--- src/stm_pkg.sv ---
// ----------------------------------------------------------------------------
// stm_pkg: shared types and constants for the screen transition mask
// Holds the configuration record, the controller states and the command and
// status records that join the controller and the datapath.
// ----------------------------------------------------------------------------
package stm_pkg;

  localparam int DIM_W  = 13;
  localparam int STEP_W = 7;
  localparam int SQ_W   = 26;
  localparam int NUM_W  = DIM_W + STEP_W;

  localparam logic [DIM_W-1:0]  MAX_DIM    = 13'd4096;
  localparam logic [STEP_W-1:0] MAX_STAGES = 7'd64;

  localparam logic [SQ_W-1:0] SQRT_BIT0  = 26'h100_0000;
  localparam logic [4:0]      SQRT_STEPS = 5'd13;
  localparam logic [4:0]      DIV_STEPS  = 5'd20;

  localparam logic [2:0] SHAPE_IRIS  = 3'd0;
  localparam logic [2:0] SHAPE_BOX   = 3'd1;
  localparam logic [2:0] SHAPE_WIPE_RL = 3'd2;
  localparam logic [2:0] SHAPE_WIPE_LR = 3'd3;
  localparam logic [2:0] SHAPE_SPLIT = 3'd4;

  localparam logic [2:0] REG_FRAME_WIDTH  = 3'd0;
  localparam logic [2:0] REG_FRAME_HEIGHT = 3'd1;
  localparam logic [2:0] REG_SHAPE_KIND   = 3'd2;
  localparam logic [2:0] REG_FADE_IN      = 3'd3;
  localparam logic [2:0] REG_STEP_TOTAL   = 3'd4;
  localparam logic [2:0] REG_FILL_COLOR   = 3'd5;

  typedef enum logic [1:0] {
    OP_PIXEL   = 2'd0,
    OP_ADVANCE = 2'd1,
    OP_START   = 2'd2,
    OP_NONE    = 2'd3
  } op_t;

  typedef struct packed {
    logic [DIM_W-1:0]  frame_width;
    logic [DIM_W-1:0]  frame_height;
    logic [2:0]        shape_kind;
    logic              fade_in;
    logic [STEP_W-1:0] step_total;
    logic [31:0]       fill_color;
  } cfg_t;

  typedef enum logic [3:0] {
    ST_IDLE,
    ST_CHECK,
    ST_SQ0,
    ST_SQ1,
    ST_ROOT,
    ST_DIV_LD,
    ST_DIV,
    ST_STORE,
    ST_RSQ
  } stm_state_t;

  typedef enum logic [2:0] {
    DP_NOP,
    DP_SQ_MX,
    DP_SQ_MY,
    DP_ROOT_STEP,
    DP_DIV_LD,
    DP_DIV_STEP,
    DP_STORE,
    DP_RSQ
  } dp_op_t;

  typedef enum logic [1:0] {
    SRC_X,
    SRC_Y,
    SRC_R
  } src_t;

  typedef struct packed {
    logic   accept;
    dp_op_t op;
    src_t   src;
  } dp_cmd_t;

  typedef struct packed {
    logic run_valid;
  } dp_sts_t;

  function automatic logic cfg_ok(cfg_t c);
    return (c.shape_kind <= SHAPE_SPLIT) && (c.step_total != '0) &&
           (c.step_total <= MAX_STAGES);
  endfunction

  function automatic logic run_ok(logic act, logic [STEP_W-1:0] step, cfg_t c);
    return act && cfg_ok(c) && (step != '0) && (step <= c.step_total);
  endfunction

endpackage

--- src/stm_ctrl.sv ---
// ----------------------------------------------------------------------------
// stm_ctrl: handshake and stage-update sequencer
// Accepts items while idle, holds the result flag, and on a stage change or a
// register write runs square, root, three scaled divisions and a squaring.
// ----------------------------------------------------------------------------
module stm_ctrl
  import stm_pkg::*;
(
  input  logic       clk,
  input  logic       rst_n,
  input  logic       in_tvalid,
  input  logic [1:0] in_op,
  output logic       in_tready,
  output logic       out_tvalid,
  input  logic       out_tready,
  input  logic       cfg_go,
  input  dp_sts_t    sts,
  output dp_cmd_t    cmd
);

  stm_state_t state_r, state_nxt;
  logic [4:0] cnt_r, cnt_nxt;
  src_t       src_r, src_nxt;
  logic       out_valid_r, out_valid_nxt;
  logic       accept;
  logic       go;

  always_ff @(posedge clk) begin
    if (!rst_n) begin
      state_r     <= ST_IDLE;
      cnt_r       <= '0;
      src_r       <= SRC_X;
      out_valid_r <= 1'b0;
    end else begin
      state_r     <= state_nxt;
      cnt_r       <= cnt_nxt;
      src_r       <= src_nxt;
      out_valid_r <= out_valid_nxt;
    end
  end

  always_comb begin
    in_tready = (state_r == ST_IDLE) && (!out_valid_r || out_tready);
    accept    = in_tvalid && in_tready;
    go        = cfg_go || (accept && ((in_op == OP_ADVANCE) || (in_op == OP_START)));
    state_nxt = state_r;
    cnt_nxt   = cnt_r;
    src_nxt   = src_r;
    cmd.accept = accept;
    cmd.op     = DP_NOP;
    cmd.src    = src_r;
    case (state_r)
      ST_IDLE: begin
      end
      ST_CHECK: begin
        state_nxt = sts.run_valid ? ST_SQ0 : ST_IDLE;
      end
      ST_SQ0: begin
        cmd.op    = DP_SQ_MX;
        state_nxt = ST_SQ1;
      end
      ST_SQ1: begin
        cmd.op    = DP_SQ_MY;
        cnt_nxt   = '0;
        state_nxt = ST_ROOT;
      end
      ST_ROOT: begin
        cmd.op  = DP_ROOT_STEP;
        cnt_nxt = cnt_r + 5'd1;
        if (cnt_r == SQRT_STEPS - 5'd1) begin
          src_nxt   = SRC_X;
          state_nxt = ST_DIV_LD;
        end
      end
      ST_DIV_LD: begin
        cmd.op    = DP_DIV_LD;
        cnt_nxt   = '0;
        state_nxt = ST_DIV;
      end
      ST_DIV: begin
        cmd.op  = DP_DIV_STEP;
        cnt_nxt = cnt_r + 5'd1;
        if (cnt_r == DIV_STEPS - 5'd1) state_nxt = ST_STORE;
      end
      ST_STORE: begin
        cmd.op = DP_STORE;
        case (src_r)
          SRC_X: begin
            src_nxt   = SRC_Y;
            state_nxt = ST_DIV_LD;
          end
          SRC_Y: begin
            src_nxt   = SRC_R;
            state_nxt = ST_DIV_LD;
          end
          default: begin
            state_nxt = ST_RSQ;
          end
        endcase
      end
      ST_RSQ: begin
        cmd.op    = DP_RSQ;
        state_nxt = ST_IDLE;
      end
      default: begin
        state_nxt = ST_IDLE;
      end
    endcase
    // restart the update on a start, an advance or any register write
    if (go) state_nxt = ST_CHECK;
    if (accept) out_valid_nxt = 1'b1;
    else if (out_tready) out_valid_nxt = 1'b0;
    else out_valid_nxt = out_valid_r;
  end

  assign out_tvalid = out_valid_r;

endmodule

--- src/stm_dp.sv ---
// ----------------------------------------------------------------------------
// stm_dp: transition state, stage extents and pixel masking
// Keeps the stage counter and extents, runs the shared root and divider
// steps on command, and registers one result per accepted item.
// ----------------------------------------------------------------------------
module stm_dp
  import stm_pkg::*;
(
  input  logic        clk,
  input  logic        rst_n,
  input  cfg_t        cfg,
  input  dp_cmd_t     cmd,
  input  logic [1:0]  in_op,
  input  logic [11:0] in_pos_x,
  input  logic [11:0] in_pos_y,
  input  logic [31:0] in_pixel,
  output logic [31:0] out_pixel,
  output logic        out_masked,
  output logic        out_running,
  output dp_sts_t     sts
);

  logic [STEP_W-1:0] step_r, step_nxt;
  logic              active_r, active_nxt;
  logic [DIM_W-1:0]  ext_x_r, ext_y_r, rad_r;
  logic [SQ_W-1:0]   iris_r;
  logic [SQ_W-1:0]   prod_r, sv_r, res_r, bit_r;
  logic [NUM_W-1:0]  num_r;
  logic [STEP_W-1:0] rem_r;
  logic [31:0]       pix_r;
  logic              masked_r, running_r;

  logic [DIM_W-1:0]  w, h, mx, my, root_ceil, div_src;
  logic              rv, running;
  logic [DIM_W:0]    ax, bx, ay, by;
  logic [DIM_W-1:0]  dx, dy;
  logic [SQ_W:0]     dist_sq;
  logic              in_frame, ins, masked;
  logic [31:0]       pix_res;
  logic [SQ_W:0]     trial;
  logic [STEP_W:0]   tr;
  logic              qbit;

  always_comb begin
    w  = (cfg.frame_width > MAX_DIM) ? MAX_DIM : cfg.frame_width;
    h  = (cfg.frame_height > MAX_DIM) ? MAX_DIM : cfg.frame_height;
    mx = (w != '0) ? w - 13'd1 : '0;
    my = (h != '0) ? h - 13'd1 : '0;
    rv = run_ok(active_r, step_r, cfg);
    sts.run_valid = rv;

    active_nxt = active_r;
    step_nxt   = step_r;
    if (cmd.accept) begin
      case (in_op)
        OP_ADVANCE: begin
          if (rv) begin
            if (step_r == cfg.step_total) active_nxt = 1'b0;
            else step_nxt = step_r + 7'd1;
          end
        end
        OP_START: begin
          if (cfg_ok(cfg)) begin
            step_nxt   = 7'd1;
            active_nxt = 1'b1;
          end
        end
        default: begin
        end
      endcase
    end
    running = run_ok(active_nxt, step_nxt, cfg);

    // distances in doubled units from the frame center
    ax = {1'b0, in_pos_x, 1'b1};
    bx = {1'b0, w};
    ay = {1'b0, in_pos_y, 1'b1};
    by = {1'b0, h};
    dx = (ax >= bx) ? DIM_W'(ax - bx) : DIM_W'(bx - ax);
    dy = (ay >= by) ? DIM_W'(ay - by) : DIM_W'(by - ay);
    dist_sq = (SQ_W+1)'(dx) * (SQ_W+1)'(dx) + (SQ_W+1)'(dy) * (SQ_W+1)'(dy);
    in_frame = ({1'b0, in_pos_x} < w) && ({1'b0, in_pos_y} < h);
    case (cfg.shape_kind)
      SHAPE_IRIS:    ins = dist_sq <= {1'b0, iris_r};
      SHAPE_BOX:     ins = (dx < ext_x_r) && (dy < ext_y_r);
      SHAPE_WIPE_RL: ins = (ext_x_r >= w) || ({1'b0, in_pos_x} >= w - ext_x_r);
      SHAPE_WIPE_LR: ins = {1'b0, in_pos_x} < ext_x_r;
      SHAPE_SPLIT:   ins = dx < ext_x_r;
      default:       ins = 1'b0;
    endcase
    masked  = (in_op == OP_PIXEL) && rv && in_frame && (cfg.fade_in ? !ins : ins);
    pix_res = (in_op != OP_PIXEL) ? 32'd0 : (masked ? cfg.fill_color : in_pixel);

    trial     = {1'b0, res_r} + {1'b0, bit_r};
    root_ceil = res_r[DIM_W-1:0] + {{(DIM_W-1){1'b0}}, (sv_r != '0)};
    case (cmd.src)
      SRC_X:   div_src = w;
      SRC_Y:   div_src = h;
      default: div_src = root_ceil;
    endcase
    tr   = {rem_r, num_r[NUM_W-1]};
    qbit = tr >= {1'b0, cfg.step_total};
  end

  always_ff @(posedge clk) begin
    if (!rst_n) begin
      step_r   <= '0;
      active_r <= 1'b0;
      ext_x_r  <= '0;
      ext_y_r  <= '0;
      iris_r   <= '0;
    end else begin
      step_r   <= step_nxt;
      active_r <= active_nxt;
      case (cmd.op)
        DP_STORE: begin
          case (cmd.src)
            SRC_X:   ext_x_r <= num_r[DIM_W-1:0];
            SRC_Y:   ext_y_r <= num_r[DIM_W-1:0];
            default: begin
            end
          endcase
        end
        DP_RSQ:  iris_r <= SQ_W'(rad_r) * SQ_W'(rad_r);
        default: begin
        end
      endcase
    end
  end

  always_ff @(posedge clk) begin
    if (cmd.accept) begin
      pix_r     <= pix_res;
      masked_r  <= masked;
      running_r <= running;
    end
    case (cmd.op)
      DP_SQ_MX: prod_r <= SQ_W'(mx) * SQ_W'(mx);
      DP_SQ_MY: begin
        sv_r  <= prod_r + SQ_W'(my) * SQ_W'(my);
        res_r <= '0;
        bit_r <= SQRT_BIT0;
      end
      DP_ROOT_STEP: begin
        if ({1'b0, sv_r} >= trial) begin
          sv_r  <= sv_r - trial[SQ_W-1:0];
          res_r <= (res_r >> 1) + bit_r;
        end else begin
          res_r <= res_r >> 1;
        end
        bit_r <= bit_r >> 2;
      end
      DP_DIV_LD: begin
        num_r <= NUM_W'(div_src) * NUM_W'(step_r) + NUM_W'(cfg.step_total - 7'd1);
        rem_r <= '0;
      end
      DP_DIV_STEP: begin
        rem_r <= qbit ? STEP_W'(tr - {1'b0, cfg.step_total}) : tr[STEP_W-1:0];
        num_r <= {num_r[NUM_W-2:0], qbit};
      end
      DP_STORE: begin
        if (cmd.src == SRC_R) rad_r <= num_r[DIM_W-1:0];
      end
      default: begin
      end
    endcase
  end

  assign out_pixel   = pix_r;
  assign out_masked  = masked_r;
  assign out_running = running_r;

endmodule

--- src/screen_transition_mask_top.sv ---
// ----------------------------------------------------------------------------
// screen_transition_mask_top: pixel-stream wipe generator
// Masks pixels inside or outside an iris, box, wipe or split shape.
//
// Input stream: in_tuser carries the op (pixel, advance, start, none); in_tdata
// carries the pixel column, row and value. Every transfer yields exactly one
// result transfer: the masked or passed pixel (zero for other ops) in
// out_tdata, and the masked and running flags in out_tuser.
// The result is registered and valid in the cycle after the input transfer.
// Pixel items sustain one per cycle while the receiver keeps up and no update
// runs; the result register frees on the same edge it is taken.
// After a start, an advance or a register write the block recomputes the
// stage extents: a check, two square steps, 13 root steps, three scaled
// divisions and a final squaring, during which in_tready stays low. The
// root and divider units are shared across these steps.
// Registers are written over the APB-style port and read back at once.
// Reset clears the stage state and loads the register defaults; no result
// is pending afterwards. When the receiver stalls, the result holds and no
// new item is taken until it leaves.
// ----------------------------------------------------------------------------
module screen_transition_mask_top
  import stm_pkg::*;
(
  input  logic        clk,
  input  logic        rst_n,
  input  logic        in_tvalid,
  output logic        in_tready,
  input  logic [55:0] in_tdata,   // pos_x[11:0], pos_y[23:12], pixel_in[55:24]
  input  logic [1:0]  in_tuser,   // op[1:0]
  output logic        out_tvalid,
  input  logic        out_tready,
  output logic [31:0] out_tdata,  // pixel_out[31:0]
  output logic [1:0]  out_tuser,  // was_masked[0], running[1]
  input  logic        psel,
  input  logic        penable,
  input  logic        pwrite,
  input  logic [4:0]  paddr,
  input  logic [31:0] pwdata,
  output logic [31:0] prdata,
  output logic        pready
);

  cfg_t       cfg_r;
  logic       wr_en;
  logic [2:0] reg_idx;
  logic       cfg_go;
  dp_cmd_t    cmd;
  dp_sts_t    sts;

  assign pready  = 1'b1;
  assign reg_idx = paddr[4:2];
  assign wr_en   = psel && penable && pwrite && pready;
  assign cfg_go  = wr_en && (reg_idx <= REG_FILL_COLOR);

  always_ff @(posedge clk) begin
    if (!rst_n) begin
      cfg_r.frame_width  <= 13'd640;
      cfg_r.frame_height <= 13'd480;
      cfg_r.shape_kind   <= SHAPE_IRIS;
      cfg_r.fade_in      <= 1'b0;
      cfg_r.step_total   <= 7'd16;
      cfg_r.fill_color   <= '0;
    end else if (wr_en) begin
      case (reg_idx)
        REG_FRAME_WIDTH:  cfg_r.frame_width  <= pwdata[DIM_W-1:0];
        REG_FRAME_HEIGHT: cfg_r.frame_height <= pwdata[DIM_W-1:0];
        REG_SHAPE_KIND:   cfg_r.shape_kind   <= pwdata[2:0];
        REG_FADE_IN:      cfg_r.fade_in      <= pwdata[0];
        REG_STEP_TOTAL:   cfg_r.step_total   <= pwdata[STEP_W-1:0];
        REG_FILL_COLOR:   cfg_r.fill_color   <= pwdata;
        default: begin
        end
      endcase
    end
  end

  always_comb begin
    case (reg_idx)
      REG_FRAME_WIDTH:  prdata = {19'd0, cfg_r.frame_width};
      REG_FRAME_HEIGHT: prdata = {19'd0, cfg_r.frame_height};
      REG_SHAPE_KIND:   prdata = {29'd0, cfg_r.shape_kind};
      REG_FADE_IN:      prdata = {31'd0, cfg_r.fade_in};
      REG_STEP_TOTAL:   prdata = {25'd0, cfg_r.step_total};
      REG_FILL_COLOR:   prdata = cfg_r.fill_color;
      default:          prdata = '0;
    endcase
  end

  stm_ctrl u_ctrl (
    .clk        (clk),
    .rst_n      (rst_n),
    .in_tvalid  (in_tvalid),
    .in_op      (in_tuser),
    .in_tready  (in_tready),
    .out_tvalid (out_tvalid),
    .out_tready (out_tready),
    .cfg_go     (cfg_go),
    .sts        (sts),
    .cmd        (cmd)
  );

  stm_dp u_dp (
    .clk         (clk),
    .rst_n       (rst_n),
    .cfg         (cfg_r),
    .cmd         (cmd),
    .in_op       (in_tuser),
    .in_pos_x    (in_tdata[11:0]),
    .in_pos_y    (in_tdata[23:12]),
    .in_pixel    (in_tdata[55:24]),
    .out_pixel   (out_tdata),
    .out_masked  (out_tuser[0]),
    .out_running (out_tuser[1]),
    .sts         (sts)
  );

endmodule

--- config.mk ---
export PLATFORM = sky130hd
export DESIGN_NAME = screen_transition_mask_top
export DESIGN_NICKNAME = d
export VERILOG_FILES = /design/src/stm_pkg.sv /design/src/stm_ctrl.sv /design/src/stm_dp.sv /design/src/screen_transition_mask_top.sv
export SDC_FILE = /design/constraint.sdc
export NUM_CORES = 2
export LEC_CHECK = 0
export ABC_CLOCK_PERIOD_IN_PS = 12460
export BUFFER_PORTS_ARGS = -buffer_cell sky130_fd_sc_hd__buf_2
export CAP_MARGIN = 20
export CORE_MARGIN = 2
export CORE_UTILIZATION = 59
export CTS_CLUSTER_DIAMETER = 60
export DETAILED_ROUTE_END_ITERATION = 8
export HOLD_SLACK_MARGIN = 0.06
export PLACE_DENSITY = 0.79
export SLEW_MARGIN = 0
export SYNTH_ARGS = -nofsm -noshare
export SYNTH_HDL_FRONTEND = slang
export SYNTH_SLANG_ARGS = --single-unit
--- constraint.sdc ---
create_clock -name clk -period 12.46 [get_ports clk]
set_input_delay 0.623 -clock clk [delete_from_list [all_inputs] [get_ports clk]]
set_output_delay 0.623 -clock clk [all_outputs]
set_load 0.005 [all_outputs]
== Yosys cells after proc, flatten, opt, wreduce, memory -nomap -nowiden ==
Index checks and enable logic that the tools add are counted.

* Flip-flop bits (word level): 319
* Input port bits: 102
* ROM bits: 0
* Bits in latches: 0
* Output and inout port bits: 69
* Bits in writable memories: 0
* Logic and storage cells: 210
* Memories kept: 0

* Reductions and logical operators: 59
* Eq/ne operators: 38
* Muxes and demuxes: 42
* Bitwise gates (word level): 2
* Multipliers: 6
* Divide/modulo/power cells: 0
* Add/sub/neg operators: 18
* Shift operators: 0
* Order comparisons: 19

{| class="wikitable"
|+ Operators by type and width
! kind !! count
|-
| case mux 32 bit (6 select lines) || 1
|-
| case mux 26 bit (2 select lines) || 3
|-
| multiplier 13 x 13 -> 26 bit || 5
|-
| two-way mux 13 bit || 6
|-
| subtractor 13 bit || 5
|-
| adder 26 x 26 -> 27 bit || 2
|-
| two-way mux 26 bit || 2
|-
| case mux 20 bit (2 select lines) || 1
|-
| greater-or-equal comparator 13 bit || 3
|-
| less-than comparator 12 x 13 -> 1 bit || 3
|-
| two-way mux 7 bit || 5
|-
| two-way mux 32 bit || 1
|-
| case mux 4 bit (8 select lines) || 1
|-
| case mux 7 bit (2 select lines) || 2
|-
| greater-or-equal comparator 26 x 27 -> 1 bit || 1
|-
| <= comparator 27 x 26 -> 1 bit || 1
|-
| adder 25 x 26 -> 26 bit || 1
|-
| adder 26 bit || 1
|-
| greater-than comparator 13 bit (second input constant) || 2
|-
| less-than comparator 13 bit || 2
|-
| case mux 13 bit (2 select lines) || 1
|-
| nonzero test 13 bit || 2
|-
| nonzero test 26 bit || 1
|-
| subtractor 13 x 1 -> 13 bit (second input constant) || 2
|-
| other kinds (47) || 130
|}

== Longest topological paths before layout ==
* Depth after elaboration: 12
* Mapped depth: 56
* Mapped depth without buffers: 50

== By module ==
A second synthesis with hierarchy kept.

* Cell total of the unflattened synthesis: 5457
* Area total of the unflattened synthesis: 49150.9 um^2

{| class="wikitable"
|+ By module, submodules not included
! module !! area each (um^2) !! cells each !! seq. area each (um^2) !! times used
|-
| stm_dp || 45062.0 || 5001 || 6105.9 || 1
|-
| screen_transition_mask_top || 3258.1 || 355 || 1381.3 || 1
|-
| stm_ctrl || 830.8 || 101 || 240.2 || 1
|}

== Least setup slack after synthesis ==
Ideal clock, no wire load.

* Path type: register to register
* Start: register cfg_r[56] (netlist name)
* End: register u_dp.pix_r[10] (netlist: u_dp.out_pixel[10]), data pin
* Data required time: 12.200 ns
* Arrival time: 11.451 ns
* Path buffers: 5
* Setup slack: 0.748 ns
* Library setup time: 0.260 ns
* Stages on the path, launching flop included: 53
* Clock period less this slack: 11.712 ns
* Cell sequence: dfxtp_1 or3_1 or3_1 nor2_1 nand2_1 o21ai_1 nand2_1 inv_2 ha_1 clkbuf_1 nand3_1 o311ai_1 a21oi_1 o21ai_1 buf_2 mux2i_1 xnor2_1 inv_1 (+17 left out) o41ai_1 o311ai_1 a21oi_1 o21bai_1 xor2_1 ha_1 a21o_1 a211o_1 nor2_1 nand3_1 a21oi_1 a21oi_1 a41o_1 a211oi_2 or2_1 buf_4 buf_8 o21ai_2

* Cells in the longest elaborated chain, start to end: 12
* Elaborated cells on any way between the ends: 23
* Classes of those cells: add/sub (4); mul (1); order compare (7); mux (5); reduce/logical (6)

{| class="wikitable"
|+ RTL lines
! item !! line !! RTL
|-
| start, declared || screen_transition_mask_top.sv:43 || <nowiki>cfg_t cfg_r;</nowiki>
|-
| greater-than comparator 13 bit || stm_dp.sv:45 || <nowiki>w = (cfg.frame_width > MAX_DIM) ? MAX_DIM : cfg.frame_width;</nowiki>
|-
| two-way mux 13 bit (*) || stm_dp.sv:45 ||
|-
| subtractor 13 bit / greater-or-equal comparator 13 bit (equally long branches) || stm_dp.sv:79 || <nowiki>dx = (ax >= bx) ? DIM_W'(ax - bx) : DIM_W'(bx - ax);</nowiki>
|-
| two-way mux 13 bit || stm_dp.sv:79 ||
|-
| multiplier 13 x 13 -> 26 bit || stm_dp.sv:81 || <nowiki>dist_sq = (SQ_W+1)'(dx) * (SQ_W+1)'(dx) + (SQ_W+1)'(dy) * (SQ_W+1)'(dy);</nowiki>
|-
| adder 26 x 26 -> 27 bit || stm_dp.sv:81 ||
|-
| <= comparator 27 x 26 -> 1 bit || stm_dp.sv:84 || <nowiki>SHAPE_IRIS: ins = dist_sq <= {1'b0, iris_r};</nowiki>
|-
| case mux 1 bit (5 select lines) || stm_dp.sv:83 || <nowiki>case (cfg.shape_kind)</nowiki>
|-
| zero test 1 bit || stm_dp.sv:91 || <nowiki>masked = (in_op == OP_PIXEL) && rv && in_frame && (cfg.fade_in ? !ins : ins);</nowiki>
|-
| two-way mux 1 bit || stm_dp.sv:91 ||
|-
| logical AND 1 bit (*) || stm_dp.sv:91 ||
|-
| two-way mux 32 bit (*) || stm_dp.sv:92 || <nowiki>pix_res = (in_op != OP_PIXEL) ? 32'd0 : (masked ? cfg.fill_color : in_pixel);</nowiki>
|-
| end signal, assigned || stm_dp.sv:133 || <nowiki>pix_r <= pix_res;</nowiki>
|-
| end, declared || stm_dp.sv:30 || <nowiki>logic [31:0] pix_r;</nowiki>
|}

Mark *: on every way between the ends. The rest lies on a longest branch, timed or not.
A chain may end at the register's enable or synchronous reset.

== Worst setup path after layout ==
* Start: register cfg_r[57] (netlist name)
* End: register u_dp.pix_r[1] (netlist: u_dp.out_pixel[1]), data pin

The elaborated chain is that of the path after synthesis.

==> results.json <==
{
  "timing_hold_violations_final": 0,
  "gr-total-overflow": 0,
  "worst_path_max_delay_cell": "fa_1",
  "core_um2": 81850,
  "cts_tree": "done",
  "antenna_found_initial": 6,
  "grt_util_all_layers_pct": 32.18,
  "synth.area.mux_share_pct": 1.172,
  "fin_nets": 6998,
  "die-area_um2": 84680,
  "synth_adder_area_share_pct": 41.80,
  "drc": 0,
  "syn_to_final_growth_pct": 7.410,
  "ctsHtreeMaxLevel": 2,
  "grt_pass1_wl_um": 216000,
  "tns_ns": 0,
  "maxSlewViolCount": 0,
  "drt-pass1-iter-count": 5,
  "synth_seq_area_share_pct": 15.90,
  "post_drt_wl_per_cell_um": 19.99,
  "cp-start-kind": "register",
  "fill_cells": 6718,
  "pin_count": 171,
  "row_count": 105,
  "port_buffers": 167,
  "avgSynthCellArea_um2": 8.797,
  "antenna-diode-count": 0,
  "clkTransAtPathRegs_ns": 0.07,
  "synth_top_family_by_area": "adder cells",
  "synth-xor-area-share_pct": 4.622,
  "synth_area_um2": 48600,
  "syn_inst": 5524,
  "utilization_pct": 63.77,
  "drtIter0Drc": 3151,
  "drtAntennaViolNets": 0,
  "grt_pass1_vias": 40340,
  "status": "finished clean",
  "dpl_cell_area_um2": 50740,
  "max_freq_ghz": 0.08387,
  "yosys.area_share.simple_pct": 15.32,
  "cts_hold_buf": 0,
  "critPathMaxStageDelay_ns": 0.54,
  "finalCriticalPeriod_ns": 11.92,
  "arrival_ns": 12.23,
  "crit_path_max_fanout": 33,
  "finalCritPeriodShare_pct": 95.69,
  "path_common_cell": "fa_1",
  "hold_class": "input port to register",
  "setup_viol": 0,
  "cts_sinks": 304,
  "dp_hpwl_um": 110700,
  "viasPerCell": 5.849,
  "clock_path_buffers": 3,
  "synth_flop_cell": "edfxtp_1",
  "postSynth.asyncResetShare_pct": 0,
  "most-common-layout-cells": "inv_1 (917), fa_1 (636), ha_1 (605)",
  "worstMarginPinSlew_ns": 1.064,
  "start_util_pct": 59.37,
  "cts_inserted_buffers": 37,
  "synth_edf_count": 164,
  "required_ns": 12.77,
  "end_kind": "register",
  "gp_congestion": 0.9902,
  "ys_seq_elements": 304,
  "hold_ws_ns": 0.2645,
  "final_common_cell": "inv_1",
  "root_buffer": "clkbuf_16",
  "die_w_um": 291.0,
  "grt_max_degree": 85,
  "final_area_um2": 52200,
  "worstSkewPairLatency_ns": 0.59,
  "cap_violations": 0,
  "yosysWarnings": 0,
  "synth_compound_gate_area_share_pct": 12.20,
  "synth_cell_types": 99,
  "layout-drive-gt1-share_pct": 8.165,
  "vias": 39496,
  "postRouteWirelength_um": 135000,
  "relSlewSlack_pct": 28.67,
  "critical_path_class": "register to register",
  "die_h_um": 291.0,
  "fin_skew_ns": 0.04437
}
worst paths after layout:
path	from	end	slack [ns]	cells after the start
setup / recovery	cfg_r[57]	u_dp.out_pixel[1]	0.54	46
hold / removal	pwdata[14]	cfg_r[14]	0.26	3
setup reg to reg	cfg_r[57]	u_dp.out_pixel[1]	0.54	46
hold reg to reg	u_dp.ext_x_r[5]	u_dp.ext_x_r[5]	0.47	2
synth_stat cells, types with 35 or more instances:
| cell type | n | area share (%) |
|---|---|---|
| or3_1 | 37 | 0.48 |
| mux2i_1 | 40 | 0.82 |
| nor3_1 | 71 | 0.73 |
| nor2_1 | 464 | 3.6 |
| inv_2 | 35 | 0.27 |
| and2_1 | 162 | 2.1 |
| clkbuf_1 | 149 | 1.2 |
| o21ai_0 | 163 | 1.7 |
| fa_1 | 636 | 26 |
| a21o_1 | 93 | 1.4 |
| nor2b_1 | 47 | 0.61 |
| xnor2_1 | 140 | 2.5 |
| nand3_1 | 62 | 0.64 |
| o21bai_1 | 38 | 0.59 |
| a211oi_1 | 43 | 0.66 |
| nand2_1 | 564 | 4.4 |
| dfxtp_1 | 140 | 5.8 |
| inv_1 | 919 | 7.1 |
| nand2b_1 | 48 | 0.62 |
| edfxtp_1 | 164 | 10 |
| xor2_1 | 109 | 2.0 |
| a21oi_1 | 293 | 3.0 |
| ha_1 | 606 | 16 |
| a21boi_0 | 46 | 0.71 |
metrics by stage:
| step | worst slack [ns] | instances |
|---|---|---|
| floorplan | 0.7483 | 5539 |
| global placement | 0.1655 | 6675 |
| detailed placement | -0.001284 | 6675 |
| CTS | 0.1366 | 6743 |
| global route | -0.06332 | 6753 |
| finish | 0.5369 | 6753 |
final cells by class:
type | count | area (um^2) | share of cell area, %
timing repair buffer | 258 | 1598 | 3.061
clock buffer | 43 | 979.7 | 1.877
multi-input combinational | 4098 | 36700 | 70.31
sequential | 304 | 7730 | 14.81
inverter | 955 | 3591 | 6.880
tap | 1070 | 1339 | 2.565
clock inverter | 25 | 257.7 | 0.4938
routing by layer:
metal,track usage (%),share of wire [%],vias to the layer above
met4,13.59,4.8,8
met5,0,0.042,-
met2,53.52,47,1568
met1,41.55,40,19376
met3,5.574,8.2,353
li1,-,-,18191
sequential cells by signal, summed over array words and instances (netlist names), 2 cells and up:
register        flops
cfg_r              69
u_dp.out_pixel     32
u_dp.res_r         26
u_dp.sv_r          26
u_dp.iris_r        25
u_dp.prod_r        25
u_dp.num_r         20
u_dp.bit_r         13
u_dp.ext_x_r       13
u_dp.ext_y_r       13
u_dp.rad_r         13
u_dp.rem_r          7
u_dp.step_r         7
u_ctrl.cnt_r        5
u_ctrl.state_r      4
u_ctrl.src_r        2
timing repair:
action	4_1_cts	5_1_grt
buffers inserted	0	1
hold endpoints to repair	0	0
endpoints found under the setup margin	33	33
cloned	0	2
gates resized for setup	1	20
pin swaps	0	1
cells by family (layout without fill, tap and decap cells):
kind of cell	after synthesis	in the layout
xor+xnor	253	253
compound gates	930	930
flops	304	304
other cells	2	17
mux	51	51
buf+inv	1138	1281
simple gates	1604	1605
fa+ha+maj	1242	1242
worst max-delay path, delay by kind of cell (launching register included):
family          cells  cell delay (ns)
compound gates     14             2.81
fa+ha+maj          10             4.01
buf+inv             7             0.93
flops               1             0.34
simple gates       12             2.98
xor+xnor            2             0.28
mux                 1             0.23
Power is not shown: default switching activity piles up to over one toggle a cycle in this logic, so the estimate is an artifact.
